## src/design/pcrd_pkg.sv

```systemverilog
// pcrd_pkg: types, constants and table functions for the pucch common resource block
// used by pcrd_index_div and pucch_common_resource_derive; no dependencies
package pcrd_pkg;

  localparam int unsigned NSYMB_SLOT  = 14;
  localparam int unsigned PRB_PER_CCE = 6;
  localparam int unsigned MAX_INDEX   = 15;
  // reciprocal of PRB_PER_CCE in q12, exact for all 9-bit bwp sizes
  localparam int unsigned RECIP6_Q12  = 683;
  localparam int unsigned RECIP_SHIFT = 12;

  localparam int unsigned CCE_W   = 8;
  localparam int unsigned PRI_W   = 3;
  localparam int unsigned ROW_W   = 4;
  localparam int unsigned PRB_W   = 9;
  localparam int unsigned NCCE_W  = 7;
  localparam int unsigned SYM_W   = 4;
  localparam int unsigned CS_W    = 4;
  localparam int unsigned RIDX_W  = 4;
  localparam int unsigned IN_TDATA_W  = 16;
  localparam int unsigned OUT_TDATA_W = 40;

  localparam logic [ROW_W-1:0] ROW_QUARTER_OFFSET = 4'd15;
  localparam logic [ROW_W-1:0] ROW_ALT_SHIFT      = 4'd0;

  typedef enum logic [0:0] {
    CFG_COMMON_ROW = 1'b0,
    CFG_BWP_PRBS   = 1'b1
  } cfg_idx_t;

  typedef enum logic [1:0] {
    ST_OK        = 2'd0,
    ST_ZERO_CCE  = 2'd1,
    ST_BIG_INDEX = 2'd2,
    ST_PRB_OUT   = 2'd3
  } status_t;

  typedef struct packed {
    logic             fmt;
    logic [SYM_W-1:0] start;
    logic [2:0]       offset;
    logic [2:0]       ncs;
  } row_entry_t;

  // divider result: resource index and the index-above-15 flag
  typedef struct packed {
    logic              big;
    logic [RIDX_W-1:0] index;
  } div_res_t;

  typedef struct packed {
    logic [1:0] q;
    logic [1:0] c;
  } qc_t;

  function automatic row_entry_t row_lookup(input logic [ROW_W-1:0] row);
    row_entry_t e;
    case (row)
      4'd0:    e = '{1'b0, 4'd12, 3'd0, 3'd2};
      4'd1:    e = '{1'b0, 4'd12, 3'd0, 3'd3};
      4'd2:    e = '{1'b0, 4'd12, 3'd3, 3'd3};
      4'd3:    e = '{1'b1, 4'd10, 3'd0, 3'd2};
      4'd4:    e = '{1'b1, 4'd10, 3'd0, 3'd3};
      4'd5:    e = '{1'b1, 4'd10, 3'd2, 3'd3};
      4'd6:    e = '{1'b1, 4'd10, 3'd4, 3'd3};
      4'd7:    e = '{1'b1, 4'd4,  3'd0, 3'd2};
      4'd8:    e = '{1'b1, 4'd4,  3'd0, 3'd3};
      4'd9:    e = '{1'b1, 4'd4,  3'd2, 3'd3};
      4'd10:   e = '{1'b1, 4'd4,  3'd4, 3'd3};
      4'd11:   e = '{1'b1, 4'd0,  3'd0, 3'd2};
      4'd12:   e = '{1'b1, 4'd0,  3'd0, 3'd4};
      4'd13:   e = '{1'b1, 4'd0,  3'd2, 3'd4};
      4'd14:   e = '{1'b1, 4'd0,  3'd4, 3'd4};
      default: e = '{1'b1, 4'd0,  3'd0, 3'd4};
    endcase
    return e;
  endfunction

  // quotient and remainder of a 3-bit index by a shift set size of 2, 3 or 4
  function automatic qc_t split_index(input logic [2:0] rr, input logic [2:0] ncs);
    qc_t res;
    case (ncs)
      3'd2:    res = '{rr[2:1], {1'b0, rr[0]}};
      3'd4:    res = '{{1'b0, rr[2]}, rr[1:0]};
      default: begin
        case (rr)
          3'd0:    res = '{2'd0, 2'd0};
          3'd1:    res = '{2'd0, 2'd1};
          3'd2:    res = '{2'd0, 2'd2};
          3'd3:    res = '{2'd1, 2'd0};
          3'd4:    res = '{2'd1, 2'd1};
          3'd5:    res = '{2'd1, 2'd2};
          3'd6:    res = '{2'd2, 2'd0};
          default: res = '{2'd2, 2'd1};
        endcase
      end
    endcase
    return res;
  endfunction

  function automatic logic [CS_W-1:0] pick_shift(input logic [ROW_W-1:0] row,
                                                 input logic [2:0]       ncs,
                                                 input logic [1:0]       c);
    logic [CS_W-1:0] cs;
    case (ncs)
      3'd2: begin
        if (c[0]) begin
          cs = (row == ROW_ALT_SHIFT) ? 4'd3 : 4'd6;
        end else begin
          cs = 4'd0;
        end
      end
      3'd4: begin
        case (c)
          2'd0:    cs = 4'd0;
          2'd1:    cs = 4'd3;
          2'd2:    cs = 4'd6;
          default: cs = 4'd9;
        endcase
      end
      default: begin
        case (c)
          2'd1:    cs = 4'd4;
          2'd2:    cs = 4'd8;
          default: cs = 4'd0;
        endcase
      end
    endcase
    return cs;
  endfunction

endpackage

```

## src/design/pcrd_index_div.sv

```systemverilog
// pcrd_index_div: two-stage restoring divider for the resource index
// forms floor(2*first_cce / n_cce) + 2*resource_indicator; uses pcrd_pkg
module pcrd_index_div (
  input  logic                          clk,
  input  logic                          rst_n,
  input  logic                          in_valid,
  output logic                          in_ready,
  input  logic [pcrd_pkg::CCE_W-1:0]    first_cce,
  input  logic [pcrd_pkg::PRI_W-1:0]    pri,
  input  logic [pcrd_pkg::NCCE_W-1:0]   n_cce,
  output logic                          out_valid,
  input  logic                          out_ready,
  output pcrd_pkg::div_res_t            out_res
);
  import pcrd_pkg::*;

  localparam int unsigned DW = CCE_W + 1;

  logic [DW-1:0]       dvd;
  logic [DW+1:0]       d_ext;
  logic                ovf;
  logic [DW:0]         t3, t2, rem3_e, rem2_e;
  logic                q3, q2;
  logic [DW-1:0]       rem2;

  logic                v1_r;
  logic                ovf1_r;
  logic [1:0]          qhi1_r;
  logic [DW-1:0]       rem1_r;
  logic [PRI_W-1:0]    pri1_r;
  logic                ready1, ready2;

  logic [DW:0]         t1, t0, rem1_e;
  logic                q1, q0;
  logic [4:0]          idx_sum;

  logic                v2_r;
  div_res_t            res2_r;

  // stage 1: overflow test against 16*n and the two upper quotient bits
  assign dvd   = {first_cce, 1'b0};
  assign d_ext = {2'b00, dvd};
  assign ovf   = d_ext >= {n_cce, 4'b0000};

  assign t3     = {n_cce, 3'b000};
  assign q3     = {1'b0, dvd} >= t3;
  assign rem3_e = q3 ? ({1'b0, dvd} - t3) : {1'b0, dvd};
  assign t2     = {1'b0, n_cce, 2'b00};
  assign q2     = rem3_e >= t2;
  assign rem2_e = q2 ? (rem3_e - t2) : rem3_e;
  assign rem2   = rem2_e[DW-1:0];

  assign ready2   = !v2_r || out_ready;
  assign ready1   = !v1_r || ready2;
  assign in_ready = ready1;

  always_ff @(posedge clk) begin
    if (!rst_n) begin
      v1_r <= 1'b0;
    end else if (ready1) begin
      v1_r <= in_valid;
    end
  end

  always_ff @(posedge clk) begin
    if (ready1 && in_valid) begin
      ovf1_r <= ovf;
      qhi1_r <= {q3, q2};
      rem1_r <= rem2;
      pri1_r <= pri;
    end
  end

  // stage 2: lower quotient bits and the index sum
  assign t1     = {2'b00, n_cce, 1'b0};
  assign q1     = {1'b0, rem1_r} >= t1;
  assign rem1_e = q1 ? ({1'b0, rem1_r} - t1) : {1'b0, rem1_r};
  assign t0     = {3'b000, n_cce};
  assign q0     = rem1_e >= t0;
  assign idx_sum = {1'b0, qhi1_r, q1, q0} + {1'b0, pri1_r, 1'b0};

  always_ff @(posedge clk) begin
    if (!rst_n) begin
      v2_r <= 1'b0;
    end else if (ready2) begin
      v2_r <= v1_r;
    end
  end

  always_ff @(posedge clk) begin
    if (ready2 && v1_r) begin
      res2_r.big   <= ovf1_r || (idx_sum > 5'(MAX_INDEX));
      res2_r.index <= idx_sum[RIDX_W-1:0];
    end
  end

  assign out_valid = v2_r;
  assign out_res   = res2_r;

endmodule

```

## src/design/pucch_common_resource_derive.sv

```systemverilog
// pucch_common_resource_derive: top level of the pucch common resource derivation
// four-stage pipeline, instantiates pcrd_index_div; uses pcrd_pkg
//
//  channel  | direction | fields (lowest bit first)
//  ---------+-----------+----------------------------------------------------------
//  in_      | request   | first_cce[7:0], resource_indicator[10:8]
//  out_     | result    | pucch_format, start_sym, symbol_count, first_hop_prb,
//           |           | hop2_prb, cyclic_shift, status
//  cfg_     | write     | index 0 common_row, index 1 bwp_prbs
//
// a request passes two divider stages, the hop/shift split and the output register
// one request per cycle is accepted while the output register can move
// a stalled result holds in the output register; each stage keeps its item until the
// next stage has room, so nothing is dropped or repeated
// synchronous active-low reset clears all valid bits, common_row to 0 and bwp_prbs to 48
module pucch_common_resource_derive (
  input  logic                                  clk,
  input  logic                                  rst_n,
  // first_cce[7:0], resource_indicator[10:8], zeros above
  input  logic [pcrd_pkg::IN_TDATA_W-1:0]       in_tdata,
  input  logic                                  in_tvalid,
  output logic                                  in_tready,
  // pucch_format[0], start_sym[4:1], symbol_count[8:5], first_hop_prb[17:9],
  // hop2_prb[26:18], cyclic_shift[30:27], status[32:31], zeros above
  output logic [pcrd_pkg::OUT_TDATA_W-1:0]      out_tdata,
  output logic                                  out_tvalid,
  input  logic                                  out_tready,
  input  logic                                  cfg_we,
  input  logic [0:0]                            cfg_addr,
  input  logic [pcrd_pkg::PRB_W-1:0]            cfg_wdata
);
  import pcrd_pkg::*;

  localparam int unsigned PROD_W = PRB_W + 10;

  // configuration registers, plus the cce count kept beside bwp_prbs
  logic [ROW_W-1:0]  common_row_r;
  logic [PRB_W-1:0]  bwp_prbs_r;
  logic [NCCE_W-1:0] n_cce_r;
  logic [PROD_W-1:0] ncce_prod;

  // n_cce = bwp / 6 through a q12 reciprocal
  assign ncce_prod = PROD_W'(cfg_wdata) * PROD_W'(RECIP6_Q12);

  always_ff @(posedge clk) begin
    if (!rst_n) begin
      common_row_r <= '0;
      bwp_prbs_r   <= PRB_W'(48);
      n_cce_r      <= NCCE_W'(48 / PRB_PER_CCE);
    end else if (cfg_we) begin
      unique case (cfg_idx_t'(cfg_addr))
        CFG_COMMON_ROW: common_row_r <= cfg_wdata[ROW_W-1:0];
        CFG_BWP_PRBS: begin
          bwp_prbs_r <= cfg_wdata;
          n_cce_r    <= ncce_prod[RECIP_SHIFT +: NCCE_W];
        end
        default: ;
      endcase
    end
  end

  // row data; the user must keep it static while requests are in flight, the block does not enforce it
  row_entry_t       entry;
  logic [PRB_W-1:0] offset;
  logic             zero_cce;

  assign entry    = row_lookup(common_row_r);
  assign offset   = (common_row_r == ROW_QUARTER_OFFSET) ? {2'b00, bwp_prbs_r[PRB_W-1:2]}
                                                        : {6'd0, entry.offset};
  assign zero_cce = (n_cce_r == '0);

  // stages 1 and 2: resource index
  logic     div_valid;
  logic     div_ready;
  div_res_t div_res;

  pcrd_index_div u_div (
    .clk       (clk),
    .rst_n     (rst_n),
    .in_valid  (in_tvalid),
    .in_ready  (in_tready),
    .first_cce (in_tdata[CCE_W-1:0]),
    .pri       (in_tdata[CCE_W +: PRI_W]),
    .n_cce     (n_cce_r),
    .out_valid (div_valid),
    .out_ready (div_ready),
    .out_res   (div_res)
  );

  // stage 3: split the index into hop side, PRB step and shift slot
  logic             v3_r;
  logic [PRB_W-1:0] near3_r;
  logic             low3_r;
  logic [1:0]       c3_r;
  status_t          st3_r;
  logic             ready3, ready4;
  qc_t              qc;
  status_t          st3_nxt;

  assign qc = split_index(div_res.index[2:0], entry.ncs);

  always_comb begin
    if (zero_cce) begin
      st3_nxt = ST_ZERO_CCE;
    end else if (div_res.big) begin
      st3_nxt = ST_BIG_INDEX;
    end else begin
      st3_nxt = ST_OK;
    end
  end

  assign ready4    = !out_tvalid || out_tready;
  assign ready3    = !v3_r || ready4;
  assign div_ready = ready3;

  always_ff @(posedge clk) begin
    if (!rst_n) begin
      v3_r <= 1'b0;
    end else if (ready3) begin
      v3_r <= div_valid;
    end
  end

  always_ff @(posedge clk) begin
    if (ready3 && div_valid) begin
      near3_r <= offset + {7'd0, qc.q};
      low3_r  <= !div_res.index[RIDX_W-1];
      c3_r    <= qc.c;
      st3_r   <= st3_nxt;
    end
  end

  // stage 4: bwp bound check, mirrored hop, shift pick, output register
  logic             out_valid_r;
  logic [OUT_TDATA_W-1:0] out_data_r;
  logic [OUT_TDATA_W-1:0] out_data_nxt;
  logic [PRB_W-1:0] far;
  logic [PRB_W-1:0] first_hop, second_hop;
  logic [CS_W-1:0]  cs;
  logic [SYM_W-1:0] sym_count;
  status_t          st4;

  assign far       = bwp_prbs_r - PRB_W'(1) - near3_r;
  assign sym_count = SYM_W'(NSYMB_SLOT) - entry.start;

  always_comb begin
    st4        = st3_r;
    first_hop  = '0;
    second_hop = '0;
    cs         = '0;
    if (st3_r == ST_OK) begin
      if (near3_r >= bwp_prbs_r) begin
        st4 = ST_PRB_OUT;
      end else begin
        first_hop  = low3_r ? near3_r : far;
        second_hop = low3_r ? far : near3_r;
        cs         = pick_shift(common_row_r, entry.ncs, c3_r);
      end
    end
    out_data_nxt = {7'd0, st4, cs, second_hop, first_hop, sym_count, entry.start, entry.fmt};
  end

  always_ff @(posedge clk) begin
    if (!rst_n) begin
      out_valid_r <= 1'b0;
    end else if (ready4) begin
      out_valid_r <= v3_r;
    end
  end

  always_ff @(posedge clk) begin
    if (ready4 && v3_r) begin
      out_data_r <= out_data_nxt;
    end
  end

  assign out_tvalid = out_valid_r;
  assign out_tdata  = out_data_r;

endmodule

```

## config.mk

```make
export PLATFORM = sky130hd
export DESIGN_NAME = pucch_common_resource_derive
export DESIGN_NICKNAME = d
export VERILOG_FILES = /design/src/design/pcrd_pkg.sv /design/src/design/pcrd_index_div.sv /design/src/design/pucch_common_resource_derive.sv
export SDC_FILE = /design/constraint.sdc
export NUM_CORES = 1
export LEC_CHECK = 0
export BUFFER_PORTS_ARGS = -buffer_cell sky130_fd_sc_hd__buf_2
export CAP_MARGIN = 20
export CELL_PAD_IN_SITES_DETAIL_PLACEMENT = 1
export CELL_PAD_IN_SITES_GLOBAL_PLACEMENT = 1
export CORE_MARGIN = 3
export CORE_UTILIZATION = 49
export CTS_BUF_LIST = sky130_fd_sc_hd__clkbuf_4
export CTS_CLUSTER_SIZE = 8
export DETAILED_ROUTE_END_ITERATION = 8
export PLACE_DENSITY = 0.82
export SLEW_MARGIN = 30
export SYNTH_ARGS = -nofsm -noshare
export SYNTH_HDL_FRONTEND = slang
export SYNTH_HIERARCHICAL = 1
export SYNTH_SLANG_ARGS = --single-unit
```

## constraint.sdc

```tcl
create_clock -name clk -period 4.95 [get_ports clk]
set_input_delay 0.495 -clock clk [delete_from_list [all_inputs] [get_ports clk]]
set_output_delay 0.495 -clock clk [all_outputs]
set_load 0.02 [all_outputs]
```

==> Word level (Yosys, flattened, before mapping) <==
Memory sizes are Yosys's and may differ from the RTL's. A register that Yosys moved wholly into a read port is not among the register bits.
Index checks and enable logic that the tools add are counted.
{ "word_totals": {"mem_count": 1, "ff_bits": 91, "out_inout_bits": 42, "in_bits": 31, "mem_bits_ro": 160} }
{ "classes": {"magnitude_cmp": 7, "n_reduce_logical": 22, "n_eq_ne": 11, "bitwise": 2, "mul": 1, "add_sub_neg": 8, "muxes": 18} }
{ "mem_list": {"columns": ["name", "words", "word_bits", "rd", "rd_clocked_by_memory_dff", "wr", "line", "source"], "rows": [
  ["(name not given)", 16, 10, 1, 1, 0, "pcrd_pkg.sv:58", "case (row)"]
]} }
{ "ops": {"columns": ["operator", "count"], "rows": [
  ["case mux 4 bit (7 select lines)", 1],
  ["two-way mux 9 bit", 3],
  ["case mux 4 bit (2 select lines)", 3],
  ["two-way mux 10 bit", 2],
  ["multiplier 9 x 10 -> 19 bit (second input constant)", 1],
  ["subtractor 9 bit", 2],
  ["equality test 3 bit (second input constant)", 4],
  ["case mux 4 bit (3 select lines)", 1],
  ["greater-or-equal comparator 9 x 11 -> 1 bit", 1],
  ["greater-or-equal comparator 10 x 7 -> 1 bit", 1],
  ["greater-or-equal comparator 10 x 9 -> 1 bit", 1],
  ["greater-or-equal comparator 9 x 10 -> 1 bit", 1],
  ["subtractor 9 x 10 -> 10 bit", 1],
  ["subtractor 9 x 8 -> 10 bit", 1],
  ["equality test 3 x 2 -> 1 bit (second input constant)", 3],
  ["greater-or-equal comparator 9 x 8 -> 1 bit", 1],
  ["greater-or-equal comparator 9 bit", 1],
  ["subtractor 9 x 1 -> 9 bit (second input constant)", 1],
  ["adder 7 x 2 -> 8 bit", 1],
  ["two-way mux 4 bit", 2],
  ["zero test 7 bit", 1],
  ["two-way mux 7 bit", 1],
  ["two-way mux 2 bit", 3],
  ["two-way mux 3 bit", 2],
  ["other kinds (16)", 30]
]} }

==> Logic depth before layout (Yosys ltp) <==
{ "depth": {"depth_word": 6, "ltp_mapped": 16, "ltp_nobuf": 16} }

==> Modules after synthesis <==
The synthesis kept the hierarchy.
{ "modules_own_cells": {"columns": ["module", "instances", "area_per_inst_um2", "cells_each"], "rows": [
  ["pucch_common_resource_derive", 1, 5300.1, 538],
  ["pcrd_index_div", 1, 2132.0, 214]
]} }

==> Least setup slack after synthesis <==
No wires, ideal clock.
{ "synth_path": {"path_type": "input -> register", "startpoint": "input cfg_wdata[3] in the netlist's numbering", "endpoint": "register n_cce_r[5]", "arrival_ns": 4.026, "cell_stages": 13, "setup_time_ns": 0.122, "setup_slack_ns": 0.801, "required_time_ns": 4.828, "path_buffers": 0, "path_cell_list": "ha_1 > inv_1 > fa_1 > fa_1 > fa_1 > inv_1 > ha_1 > a2111oi_2 > o21ai_1 > a31oi_1 > o21ai_1 > a31o_1 > a311o_1"} }
{ "synth_between": {"elab_chain_len": 1} }
{ "synth_lines": {"columns": ["item", "line", "source"], "rows": [
  ["start, declared", "pucch_common_resource_derive.sv:30", "input logic [pcrd_pkg::PRB_W-1:0] cfg_wdata"],
  ["multiplier 9 x 10 -> 19 bit", "pucch_common_resource_derive.sv:43", "assign ncce_prod = PROD_W'(cfg_wdata) * PROD_W'(RECIP6_Q12);"],
  ["end signal, assigned", "pucch_common_resource_derive.sv:49", "n_cce_r <= NCCE_W'(48 / PRB_PER_CCE);"],
  ["end signal, assigned", "pucch_common_resource_derive.sv:55", "n_cce_r <= ncce_prod[RECIP_SHIFT +: NCCE_W];"],
  ["end, declared", "pucch_common_resource_derive.sv:39", "logic [NCCE_W-1:0] n_cce_r;"]
]} }
Every way passes these cells.
A chain may end at the register's enable or synchronous reset.

==> Worst setup path in the final report <==
{ "layout_path": {"startpoint": "register n_cce_r[1]", "endpoint": "register u_div.rem1_r[4] (data pin)"} }
{ "layout_between": {"elab_chain_len": 4, "elab_cells_between_ends": 6} }
{ "layout_lines": {"columns": ["item", "line", "source"], "rows": [
  ["greater-or-equal comparator 9 x 10 -> 1 bit *", "pcrd_index_div.sv:46", "assign q3 = {1'b0, dvd} >= t3;"],
  ["via u_div.q3", "pcrd_index_div.sv:23", "logic q3, q2;"],
  ["two-way mux 10 bit *", "pcrd_index_div.sv:47", "assign rem3_e = q3 ? ({1'b0, dvd} - t3) : {1'b0, dvd};"],
  ["subtractor 9 bit / greater-or-equal comparator 10 x 9 -> 1 bit (equally long branches)", "pcrd_index_div.sv:50, pcrd_index_div.sv:49", null],
  ["two-way mux 9 bit *", "pcrd_index_div.sv:50", "assign rem2_e = q2 ? (rem3_e - t2) : rem3_e;"],
  ["via u_div.rem2_e[4]", "pcrd_index_div.sv:22", "logic [DW:0] t3, t2, rem3_e, rem2_e;"],
  ["end signal, assigned", "pcrd_index_div.sv:69", "rem1_r <= rem2;"],
  ["end, declared", "pcrd_index_div.sv:29", "logic [DW-1:0] rem1_r;"]
]} }
The timed path passes the listed nets; every way through them passes the cells marked *.

==> flow_summary.yaml <==
outcome:
  status: "finished, final reports clean"
floorplanning:
  ios: 73
  initial_utilization: 0.506
  dieArea_mm2: 0.0167
  core_mm2: 0.0147
  chipWidth_um: 129
  std_cell_rows: 44
  die_h_um: 129
yosys:
  synth-adder-area-share: 0.240
  synth_top_area_frac: 0.255
  async_flop_share: 0
  yosys_warnings: 6
  syn_inst: 752
  yosys.area_share.simple: 0.126
  synth-seq-cells: 97
  synthXorXnorAreaFrac: 0.0330
  synth_cell_types: 67
  synth_seq_area_share: 0.346
  synth_ff_type: "edfxtp_1"
  synth_top_cell_by_area: "edfxtp_1"
  synth_top_family_by_area: "adder cells"
  ys_top_cells_by_area: "edfxtp_1 (25%), ha_1 (17%), dfxtp_1 (9.2%)"
  synth_compound_area_frac: 0.129
  syn_area_mm2: 0.00743
  synth-edff-count: 63
  avgSynthCellArea_um2: 9.88
  synthMuxAreaShare: 0.0540
grt:
  grt_pass1_vias: 5966
  grt_usage: 0.211
  grtUsageMet2: 0.397
  use_met1: 0.243
  grt_first_pass_wirelength_um: 28200
  antenna_found_initial: 1
  busiest_layer: "met2"
  met3_usage: 0.0260
  grt-ovfl-total: 0
  grt_max_degree: 32
setup_path:
  path_class: "flip-flop to flip-flop"
  worstPathMaxFanout: 8
  required_ns: 5.18
  worst_ep_arrival_time_ns: 4.91
  end_kind: "flip-flop"
  start_kind: "flip-flop"
pwr:
  powerDensity_mw_per_mm2: 393
  p_int_mw: 1.88
  switchingPower_mw: 1.26
  leakagePower_nw: 3.60
  ir_drop_mv: 0.298
  p_seq_frac: 0.329
  p_sw_frac: 0.402
  p_clk_frac: 0.138
  p_comb_frac: 0.533
placement:
  gp_congestion: 0.864
  place_area_mm2: 0.00785
  dp_hpwl_um: 14100
  port-buffer-count: 58
clock_tree:
  cts_setup_buffers: 0
  numCtsBuffers: 9
  htreeDepth: 3
  clockRootBuffer: "clkbuf_4"
  cts_num_sinks: 97
  post_cts_resize_count: 0
  clockBufferDepth: 2
  clk_pin_slew_worst_paths_ns: 0.15
  cts_hold_buf: 0
  clock_latency_ns: 0.48
  cts_tree: "built"
sta:
  period_share: 0.945
  hold_viol_final: 0
  worstMarginPinSlew_ns: 0.887
  drv_slew: 0
  fmax_mhz: 214
  setup_viol: 0
  max-slew-margin-rel: 0.405
  setup_tns_ns: 0
  fin_skew_ns: 0.0185
  fin_crit_ns: 4.68
  rsz0062_at_grt: "no"
route:
  drc_errors: 0
  vias_per_cell: 5.48
  drt-initial-drc-count: 196
  via_count: 5435
  postRouteAntennaNets: 0
  drtPass1Iterations: 4
  wire_per_inst_um: 17.0
  drt_wl_total_um: 16900
layout:
  drive_gt1_frac: 0.120
  final_area_mm2: 0.00799
  fin_util: 0.543
  syn_to_final_growth_pct: 7.46
  num-nets-final: 960
  nFillCells: 1659
hold_path:
  hold_path_class: "primary input to flip-flop"
flow_run:
  drv_cap: 0
==> Yosys cell counts, drive strengths merged, types with 3 or more instances <==
cell type,count
nor3b,4
nand2,39
xor2,12
ha,101
o211ai,7
o21ai,30
o2111ai,3
nor3,7
nand3,15
o21a,10
inv,100
a21o,15
dfxtp,34
or2,3
nand4,5
a21oi,39
nand2b,5
a211oi,5
a2111oi,3
edfxtp,63
o21bai,6
nand3b,3
nor2b,28
fa,26
mux2,13
clkbuf,18
mux2i,24
and2,7
a21boi,10
nor4,3
nor2,57
xnor2,16
buf,11
==> layout by cell type, fill, tap and decap left out, drive strengths merged, types with 3 or more instances in the layout <==
master	count
nand2b	5
mux2i	24
nand4	5
a21o	15
conb	9
a21boi	10
o21bai	6
nand3b	3
o21a	10
nor3b	4
xnor2	16
clkbuf	9
o2111ai	3
nor4	3
or2	3
fa	26
nand3	15
nor2	57
clkinv	4
and2	7
inv	102
nor3	7
mux2	13
o211ai	7
o21ai	30
dfxtp	34
buf	60
xor2	12
a2111oi	3
edfxtp	63
nand2	39
a211oi	5
nor2b	28
a21oi	39
ha	101
==> logic make-up after synthesis <==
group           count (synthesis)
simple gates                  187
compound gates                146
buf+inv                       129
fa+ha+maj                     127
flops                          97
mux                            37
xor+xnor                       28
other cells                     1
==> registers in the layout (all words and copies together) (netlist names), 3 cells and up <==
name and flops:
out_tdata 31, u_div/rem1_r 8, u_div/pri1_r 3, common_row_r 4
u_div/out_res 5, n_cce_r 7, near3_r 8, entry 10
bwp_prbs_r 9
==> worst max-delay path, stage by stage, from the launching register on <==
cell       delay [ns]
dfxtp_1          0.47
inv_1            0.23
ha_1             0.37
nand2b_1         0.08
a21oi_1          0.29
o2111ai_1        0.22
a21oi_2          0.40
mux2_2           0.41
ha_1             0.34
nor2b_4          0.15
o31a_1           0.26
o21ai_2          0.15
a21boi_1         0.10
or4_4            0.62
mux2_4           0.33
==> worst paths after layout <==
path                                         to        start  depth (start not counted)  slack, ns
worst max-delay path            u_div/rem1_r[4]   n_cce_r[1]                         14       0.27
worst min-delay path            u_div/pri1_r[1]  in_tdata[9]                          1       0.19
worst max register to register  u_div/rem1_r[4]   n_cce_r[1]                         14       0.27
worst min register to register     out_tdata[2]     entry[7]                          0       0.47
==> routing by layer <==
layer / vias up / part of all wire / routed length (um)
met5: - / 0 / 0
met4: 0 / 0.021 / 350
met3: 27 / 0.027 / 460
met2: 87 / 0.53 / 8900
met1: 2627 / 0.42 / 7140
li1: 2694 / - / -
==> per-stage QoR <==
stage,setup slack [ns],total power [mW],instances,hold slack [ns]
after floorplan,0.801,2.31,760,0.386
after global placement,0.374,2.57,975,0.392
after detailed placement,0.260,2.71,975,0.437
after CTS,0.316,3.15,991,0.162
after global routing,0.0836,3.41,992,0.156
final,0.272,3.14,992,0.185
==> power groups by stage <==
stage	logic [mW]	registers, mW	clock network, mW
floorplan	1.28	1.03	0
global placement	1.53	1.05	0
detailed placement	1.66	1.05	0
CTS	1.68	1.03	0.440
global route	1.90	1.04	0.475
finish	1.67	1.03	0.433
==> final cells by class <==
class | instances | area (um2) | area share
Clock buffer | 9 | 67.6 | 0.00846
Antenna cell | 1 | 2.50 | 0.000313
Inverter | 100 | 375 | 0.0470
Multi-Input combinational cell | 534 | 4370 | 0.547
Clock inverter | 7 | 67.6 | 0.00846
Tap cell | 184 | 230 | 0.0288
Timing Repair Buffer | 60 | 305 | 0.0382
Sequential cell | 97 | 2570 | 0.322
Note: power is estimated with default switching activity, not from simulation.
